File: config.mk
export PLATFORM = sky130hd
export DESIGN_NAME = temperature_to_sound_speed
export DESIGN_NICKNAME = d
export VERILOG_FILES = /design/src/design/tss_pkg.sv /design/src/design/temperature_to_sound_speed.sv /design/src/design/tss_prep.sv /design/src/design/tss_root_step.sv /design/src/design/tss_out.sv
export SDC_FILE = /design/constraint.sdc
export NUM_CORES = 2
export LEC_CHECK = 0
export BUFFER_PORTS_ARGS = -buffer_cell sky130_fd_sc_hd__clkbuf_2
export CORE_UTILIZATION = 42
export CTS_BUF_LIST = sky130_fd_sc_hd__clkbuf_4 sky130_fd_sc_hd__clkbuf_8
export CTS_CLUSTER_DIAMETER = 120
export CTS_CLUSTER_SIZE = 24
export DETAILED_ROUTE_END_ITERATION = 12
export PLACE_DENSITY = 0.62
export SETUP_SLACK_MARGIN = 0.3
export SYNTH_ARGS = -nofsm -noshare
export SYNTH_HDL_FRONTEND = slang
export SYNTH_SLANG_ARGS = --single-unit
File: constraint.sdc
create_clock -name i_clk -period 17.5 [get_ports i_clk]
set_clock_uncertainty 0.2 [all_clocks]
set_input_delay 2.625 -clock i_clk [delete_from_list [all_inputs] [get_ports i_clk]]
set_output_delay 2.625 -clock i_clk [all_outputs]
set_load 0.01 [all_outputs]
File: src/design/tss_pkg.sv
// ----------------------------------------------------------------------------
// tss_pkg
// Shared types and constants for the temperature to sound speed pipeline.
// ----------------------------------------------------------------------------
package tss_pkg;

    localparam int TEMP_W        = 16;
    localparam int REG_W         = 17;
    localparam int SPEED_W       = 18;
    localparam int OUT_DATA_W    = 24;
    localparam int REG_FRAC_BITS = 8;
    localparam int B_W           = 16;
    localparam int SQ_W          = 2 * REG_W;
    localparam int PROD_W        = SQ_W + B_W;
    localparam int ROOT_BITS     = 20;
    localparam int REM_W         = 53;
    localparam int P_W           = 33;
    localparam int TRIAL_W       = REM_W + 1;

    localparam logic [B_W-1:0]   ZERO_C    = 16'd4368;
    localparam logic [REG_W-1:0] REG_RESET = 17'd84851;

    typedef struct packed {
        logic [REM_W-1:0]     rem;
        logic [P_W-1:0]       p;
        logic [ROOT_BITS-1:0] y;
        logic                 clamped;
    } t_root;

endpackage

File: src/design/temperature_to_sound_speed.sv
// ----------------------------------------------------------------------------
// temperature_to_sound_speed
// Speed of sound from a thermometer word through a pipelined square root.
// ----------------------------------------------------------------------------
// Accepts one temperature word per clock and returns one speed per clock
// while the sink keeps up. Three stages clamp the word and form the scaled
// radicand S^2 * (4368 + w), with a multiply in each of the first two;
// twenty stages resolve one root bit each, and one stage scales, saturates
// and holds the result. Each stage has its own valid bit, so bubbles close
// up while the output waits. Write the speed-at-zero register only while no
// request is in flight.
module temperature_to_sound_speed #(
    parameter int OUT_FRAC_BITS = 8
) (
    input  logic                          i_clk,
    input  logic                          i_rst_n,
    input  logic                          i_cfg_we,
    input  logic [tss_pkg::REG_W-1:0]     i_cfg_wdata,     // speed_at_zero_q8
    input  logic                          i_s_tvalid,
    output logic                          o_s_tready,
    input  logic [tss_pkg::TEMP_W-1:0]    i_s_tdata,       // temp_raw
    output logic                          o_m_tvalid,
    input  logic                          i_m_tready,
    output logic [tss_pkg::OUT_DATA_W-1:0] o_m_tdata,      // speed_q8, zero pad
    output logic [0:0]                    o_m_tuser        // clamped
);

    localparam int UP_SHIFT   = (OUT_FRAC_BITS >= tss_pkg::REG_FRAC_BITS)
                              ? OUT_FRAC_BITS - tss_pkg::REG_FRAC_BITS : 0;
    localparam int DOWN_SHIFT = (OUT_FRAC_BITS >= tss_pkg::REG_FRAC_BITS)
                              ? 0 : tss_pkg::REG_FRAC_BITS - OUT_FRAC_BITS;
    localparam int ZS_W       = tss_pkg::REG_W + UP_SHIFT;

    logic [tss_pkg::REG_W-1:0]   r_speed_zero;
    tss_pkg::t_root              w_data  [tss_pkg::ROOT_BITS+1];
    logic                        w_valid [tss_pkg::ROOT_BITS+1];
    logic                        w_ready [tss_pkg::ROOT_BITS+1];
    logic [tss_pkg::SPEED_W-1:0] w_speed;
    logic                        w_clamped;

    always_ff @(posedge i_clk) begin
        if (!i_rst_n) begin
            r_speed_zero <= tss_pkg::REG_RESET;
        end else if (i_cfg_we) begin
            r_speed_zero <= i_cfg_wdata;
        end
    end

    tss_prep #(
        .UP_SHIFT (UP_SHIFT)
    ) u_prep (
        .i_clk        (i_clk),
        .i_rst_n      (i_rst_n),
        .i_speed_zero (r_speed_zero),
        .i_valid      (i_s_tvalid),
        .i_temp       (i_s_tdata),
        .o_ready      (o_s_tready),
        .o_valid      (w_valid[0]),
        .o_data       (w_data[0]),
        .i_ready      (w_ready[0])
    );

    for (genvar g = 0; g < tss_pkg::ROOT_BITS; g++) begin : g_root
        tss_root_step #(
            .K (tss_pkg::ROOT_BITS - 1 - g)
        ) u_step (
            .i_clk   (i_clk),
            .i_rst_n (i_rst_n),
            .i_valid (w_valid[g]),
            .i_data  (w_data[g]),
            .o_ready (w_ready[g]),
            .o_valid (w_valid[g+1]),
            .o_data  (w_data[g+1]),
            .i_ready (w_ready[g+1])
        );
    end

    tss_out #(
        .DOWN_SHIFT (DOWN_SHIFT)
    ) u_out (
        .i_clk     (i_clk),
        .i_rst_n   (i_rst_n),
        .i_valid   (w_valid[tss_pkg::ROOT_BITS]),
        .i_data    (w_data[tss_pkg::ROOT_BITS]),
        .o_ready   (w_ready[tss_pkg::ROOT_BITS]),
        .o_valid   (o_m_tvalid),
        .o_speed   (w_speed),
        .o_clamped (w_clamped),
        .i_ready   (i_m_tready)
    );

    assign o_m_tdata = tss_pkg::OUT_DATA_W'(w_speed);
    assign o_m_tuser = w_clamped;

    logic [ZS_W-1:0]             w_zs_full;
    logic [ZS_W-1:0]             w_zs_shift;
    logic [tss_pkg::SPEED_W-1:0] w_zs;

    assign w_zs_full  = ZS_W'(r_speed_zero) << UP_SHIFT;
    assign w_zs_shift = w_zs_full >> DOWN_SHIFT;
    assign w_zs       = (|(w_zs_shift >> tss_pkg::SPEED_W)) ? '1
                                                            : tss_pkg::SPEED_W'(w_zs_shift);

    a_clamp_speed: assert property (@(posedge i_clk) disable iff (!i_rst_n)
        o_m_tvalid && o_m_tuser[0] |-> w_speed == w_zs)
        else $error("clamped request does not give the speed at zero");

    a_empty_ready: assert property (@(posedge i_clk) disable iff (!i_rst_n)
        !o_m_tvalid |-> o_s_tready)
        else $error("input stalled with an empty output register");

    a_sink_ready: assert property (@(posedge i_clk) disable iff (!i_rst_n)
        i_m_tready |-> o_s_tready)
        else $error("input stalled while the sink takes results");

endmodule

File: src/design/tss_prep.sv
// ----------------------------------------------------------------------------
// tss_prep
// Clamp the temperature word, form S^2 * (4368 + w) scaled to the output
// precision, and saturate it into the radicand width. Three register stages.
// ----------------------------------------------------------------------------
module tss_prep #(
    parameter int UP_SHIFT = 0
) (
    input  logic                        i_clk,
    input  logic                        i_rst_n,
    input  logic [tss_pkg::REG_W-1:0]   i_speed_zero,
    input  logic                        i_valid,
    input  logic [tss_pkg::TEMP_W-1:0]  i_temp,
    output logic                        o_ready,
    output logic                        o_valid,
    output tss_pkg::t_root              o_data,
    input  logic                        i_ready
);

    localparam int EXT_W = tss_pkg::PROD_W + 2 * UP_SHIFT;

    logic [tss_pkg::SQ_W-1:0]   r_sq;
    logic                       r_v0, r_v1, r_v2;
    logic [tss_pkg::B_W-1:0]    r_b;
    logic                       r_clamp0, r_clamp1;
    logic [tss_pkg::PROD_W-1:0] r_prod;
    tss_pkg::t_root             r_data;

    logic                       w_rdy0, w_rdy1, w_rdy2;
    logic                       w_sign;
    logic [tss_pkg::B_W-1:0]    n_b;
    logic [tss_pkg::PROD_W-1:0] n_prod;
    logic [EXT_W-1:0]           w_ext;
    logic                       w_sat;
    tss_pkg::t_root             n_data;

    assign w_rdy2  = !r_v2 || i_ready;
    assign w_rdy1  = !r_v1 || w_rdy2;
    assign w_rdy0  = !r_v0 || w_rdy1;
    assign o_ready = w_rdy0;
    assign o_valid = r_v2;
    assign o_data  = r_data;

    assign w_sign = i_temp[tss_pkg::TEMP_W-1];
    assign n_b    = w_sign ? tss_pkg::ZERO_C
                           : tss_pkg::ZERO_C + tss_pkg::B_W'(i_temp[tss_pkg::TEMP_W-2:0]);
    assign n_prod = tss_pkg::PROD_W'(r_sq) * tss_pkg::PROD_W'(r_b);

    assign w_ext = EXT_W'(r_prod) << (2 * UP_SHIFT);
    assign w_sat = |(w_ext >> tss_pkg::REM_W);

    always_comb begin
        n_data.rem     = w_sat ? '1 : tss_pkg::REM_W'(w_ext);
        n_data.p       = '0;
        n_data.y       = '0;
        n_data.clamped = r_clamp1;
    end

    always_ff @(posedge i_clk) begin
        r_sq <= tss_pkg::SQ_W'(i_speed_zero) * tss_pkg::SQ_W'(i_speed_zero);
    end

    always_ff @(posedge i_clk) begin
        if (!i_rst_n) begin
            r_v0 <= 1'b0;
            r_v1 <= 1'b0;
            r_v2 <= 1'b0;
        end else begin
            if (w_rdy0) r_v0 <= i_valid;
            if (w_rdy1) r_v1 <= r_v0;
            if (w_rdy2) r_v2 <= r_v1;
        end
    end

    always_ff @(posedge i_clk) begin
        if (w_rdy0 && i_valid) begin
            r_b      <= n_b;
            r_clamp0 <= w_sign;
        end
        if (w_rdy1 && r_v0) begin
            r_prod   <= n_prod;
            r_clamp1 <= r_clamp0;
        end
        if (w_rdy2 && r_v1) begin
            r_data <= n_data;
        end
    end

endmodule

File: src/design/tss_root_step.sv
// ----------------------------------------------------------------------------
// tss_root_step
// One digit of the scaled square root: try root bit K against the remaining
// radicand, with 4368 * y kept alongside to avoid a multiply.
// ----------------------------------------------------------------------------
module tss_root_step #(
    parameter int K = 0
) (
    input  logic           i_clk,
    input  logic           i_rst_n,
    input  logic           i_valid,
    input  tss_pkg::t_root i_data,
    output logic           o_ready,
    output logic           o_valid,
    output tss_pkg::t_root o_data,
    input  logic           i_ready
);

    logic                        r_valid;
    tss_pkg::t_root              r_data;
    logic [tss_pkg::TRIAL_W-1:0] w_trial;
    logic                        w_take;
    tss_pkg::t_root              n_data;

    assign w_trial = (tss_pkg::TRIAL_W'(i_data.p) << (K + 1))
                   + (tss_pkg::TRIAL_W'(tss_pkg::ZERO_C) << (2 * K));
    assign w_take  = w_trial <= tss_pkg::TRIAL_W'(i_data.rem);

    always_comb begin
        n_data = i_data;
        if (w_take) begin
            n_data.rem = i_data.rem - tss_pkg::REM_W'(w_trial);
            n_data.p   = i_data.p + (tss_pkg::P_W'(tss_pkg::ZERO_C) << K);
            n_data.y   = i_data.y | (tss_pkg::ROOT_BITS'(1) << K);
        end
    end

    assign o_ready = !r_valid || i_ready;
    assign o_valid = r_valid;
    assign o_data  = r_data;

    always_ff @(posedge i_clk) begin
        if (!i_rst_n) begin
            r_valid <= 1'b0;
        end else if (o_ready) begin
            r_valid <= i_valid;
        end
    end

    always_ff @(posedge i_clk) begin
        if (o_ready && i_valid) begin
            r_data <= n_data;
        end
    end

endmodule

File: src/design/tss_out.sv
// ----------------------------------------------------------------------------
// tss_out
// Scale the root down to the output precision, saturate, and hold the
// result in the output register.
// ----------------------------------------------------------------------------
module tss_out #(
    parameter int DOWN_SHIFT = 0
) (
    input  logic                        i_clk,
    input  logic                        i_rst_n,
    input  logic                        i_valid,
    input  tss_pkg::t_root              i_data,
    output logic                        o_ready,
    output logic                        o_valid,
    output logic [tss_pkg::SPEED_W-1:0] o_speed,
    output logic                        o_clamped,
    input  logic                        i_ready
);

    logic                          r_valid;
    logic [tss_pkg::SPEED_W-1:0]   r_speed;
    logic                          r_clamped;
    logic [tss_pkg::ROOT_BITS-1:0] w_shift;
    logic                          w_sat;
    logic [tss_pkg::SPEED_W-1:0]   n_speed;

    assign w_shift = i_data.y >> DOWN_SHIFT;
    assign w_sat   = |w_shift[tss_pkg::ROOT_BITS-1:tss_pkg::SPEED_W];
    assign n_speed = w_sat ? '1 : w_shift[tss_pkg::SPEED_W-1:0];

    assign o_ready   = !r_valid || i_ready;
    assign o_valid   = r_valid;
    assign o_speed   = r_speed;
    assign o_clamped = r_clamped;

    always_ff @(posedge i_clk) begin
        if (!i_rst_n) begin
            r_valid <= 1'b0;
        end else if (o_ready) begin
            r_valid <= i_valid;
        end
    end

    always_ff @(posedge i_clk) begin
        if (o_ready && i_valid) begin
            r_speed   <= n_speed;
            r_clamped <= i_data.clamped;
        end
    end

endmodule
==> results_dict.tcl <==
set metrics [dict create \
    startpoint_type "input port" \
    netlist_area_um2 120000 \
    syn_area_per_cell_um2 10.7 \
    path_clk_slew_ns 0.14 \
    hold_path.class "reg -> reg" \
    drive_above_1_share_pct 4.06 \
    drtIter0Drc 4982 \
    finalCriticalPeriod_ns 10.10 \
    yosysUniqueCellTypes 106 \
    min_from "g_root[16].u_step.o_data[17]" \
    drc_errors 0 \
    grt_max_degree 85 \
    worstSkewPairLatency_ns 0.94 \
    mostFrequentLayoutCells "1663 x edfxtp_1, 1550 x inv_1, 1028 x nand2_1" \
    antenna_left 0 \
    die_h_um 536 \
    synth_top_flop_cell "edfxtp_1" \
    cts_made_buffers 85 \
    core_um2 283000 \
    hold_viol_final 0 \
    grt_pass1_wl_um 440000 \
    grt.total_usage_pct 19.3 \
    rsz0062_at_grt "false" \
    holdBufCountCts 0 \
    post-route-period-util_pct 57.7 \
    num_rows 195 \
    via_count 78700 \
    cts_tree "yes" \
    setup_tns_ns 0 \
    worstMarginPinSlew_ns 1.29 \
    setup_viol 0 \
    crit_path_end_kind "primary output" \
    maxCapViolCount 0 \
    dp_cells 14700 \
    outcome "finished, final reports clean" \
    critPathKind "in -> out" \
    cp.required_ns 14.68 \
    final_cells 14900 \
    yosysSeqAreaShare_pct 43.0 \
    area_growth_pct 5.19 \
    crit_fanout 7 \
    drt-pass1-iter-count 6 \
    grt-ovfl-total 0 \
    synth_edf_count 1663 \
    synth-seq-cells 1737 \
    dpl.hpwl_um 219000 \
    nets 12700 \
    gp_congestion 0.903 \
    clock.fmax_mhz 99.0 \
    cts.repair.resized 0 \
    fill_cells 26200 \
    postCtsSetupBuffers 0 \
    wl_per_cell_um 18.7 \
    postSynthCellCount 11200 \
    grt_pass1_vias 80000 \
    slew_violations 0 \
    max_slew_margin_pct 13.5 \
    start_util_pct 42.3 \
    synthArstFlopShare_pct 0 \
    top_level_ports 65 \
    yosysWarnings 0 \
    r2r_start "u_prep.r_b[14]" \
    final_common_cell "edfxtp_1" \
    cts_buffer_depth 3 \
    htree_levels 3 \
    dieArea_um2 287000 \
    antenna_found_initial 10 \
    cts_num_sinks 1737 \
    vias_per_cell 5.28 \
    arrival_ns 7.28 \
    crit_path_start "i_m_tready" \
    numPortBuffers 58 \
    finalWirelength_um 278000 \
    die_w_um 536 \
    cts-root-buf "clkbuf_8" \
]
[metal layers]
layer | up-vias | GRT usage, % | routed length [µm]
met4 | 4 | 5.30 | 7740
met1 | 39100 | 23.4 | 114000
li1 | 37700 | - | -
met5 | - | 0 | 23
met3 | 382 | 1.66 | 8970
met2 | 1486 | 36.3 | 148000
[synthesized netlist by cell type, drive strengths merged (14+ instances only)]
library cell  count  area share, %
edfxtp         1663             42
inv            1552            4.9
nand2          1030            3.2
ha              982             10
fa              626             10
xnor2           595            4.4
nor2            549            1.7
a21oi           502            2.1
o21ai           436            1.8
xor2            429            3.1
and2            309            1.6
clkbuf          286           0.90
a21o            279            1.8
nand3           187           0.78
nor3            185           0.80
nor4            143           0.81
nand4           141           0.75
nor2b           116           0.61
and3            102           0.53
o21a            102           0.64
nand2b          101           0.53
dfxtp            74            1.2
a31oi            64           0.33
buf              58           0.24
or3              58           0.31
or2              55           0.29
o21bai           51           0.32
o31ai            49           0.31
a211oi           41           0.26
a21boi           40           0.25
or4              35           0.22
o211ai           31           0.19
nor4b            26           0.20
mux2             25           0.24
and4             23           0.17
mux2i            22           0.18
a41oi            20           0.15
a31o             18           0.13
nand3b           18           0.12
a211o            17           0.12
nor3b            16           0.11
a2111oi          14           0.14
[worst max-delay path, cell delays in order]
cell      delay (ns)
clkbuf_2        0.08
nor2b_1         0.37
and3_1          0.32
and2_1          0.42
nand3_1         0.46
nor4_2          1.21
and2_1          0.52
nand3_1         0.13
nor2_1          0.46
and3_1          0.38
nand2_1         0.12
clkbuf_2        0.14
[registers in the layout (all words and copies together) (netlist names), 16 cells and up]
register	cells
g_root.u_step.o_data	1525
g_root.u_step.o_valid	20
r_speed_zero	17
u_out.o_speed	18
u_prep.o_data	51
u_prep.r_b	16
u_prep.r_prod	50
u_prep.r_sq	33
[cell type report]
class,instances,area [µm²],area share [%]
clock inverters,16,196,0.156
inverters,1553,5830,4.63
diodes,4,10.0,0.00795
well taps,3743,4680,3.72
multi-input cells,7581,61500,48.8
repair buffers,125,793,0.630
flip-flops and latches,1737,51400,40.8
clock buffers,134,1540,1.22
[through the flow]
step	cell area [µm²]	util [%]	hold WS, ns	worst slack (ns)
detailed placement	124000	43.9	0.205	7.53
global route	126000	44.5	0.220	7.22
finish	126000	44.5	0.220	7.40
floorplan	120000	-	0.129	6.55
global placement	124000	43.9	0.200	7.59
CTS	126000	44.5	0.204	7.52
[cell families after synthesis]
group / Yosys count / share of synthesized area, %
buffers and inverters: 1897 / 6.01
flip-flops: 1737 / 43.0
multiplexers: 47 / 0.419
AO/OA/AOI/OAI: 1779 / 9.41
adder cells (fa/ha/maj): 1608 / 20.7
AND/OR/NAND/NOR: 3117 / 13.0
other: 1 / 0.00313
XOR/XNOR: 1024 / 7.49
[final timing paths]
path,slack (ns),end,cells past startpoint
hold reg to reg,0.22,g_root[17].u_step.o_data[17],0
hold / removal,0.22,g_root[17].u_step.o_data[17],0
setup reg to reg,9.46,u_prep.r_prod[48],21
setup / recovery,7.40,o_s_tready,12
Power is not shown: default switching activity piles up to over one toggle a cycle in this logic, so the estimate is an artifact.
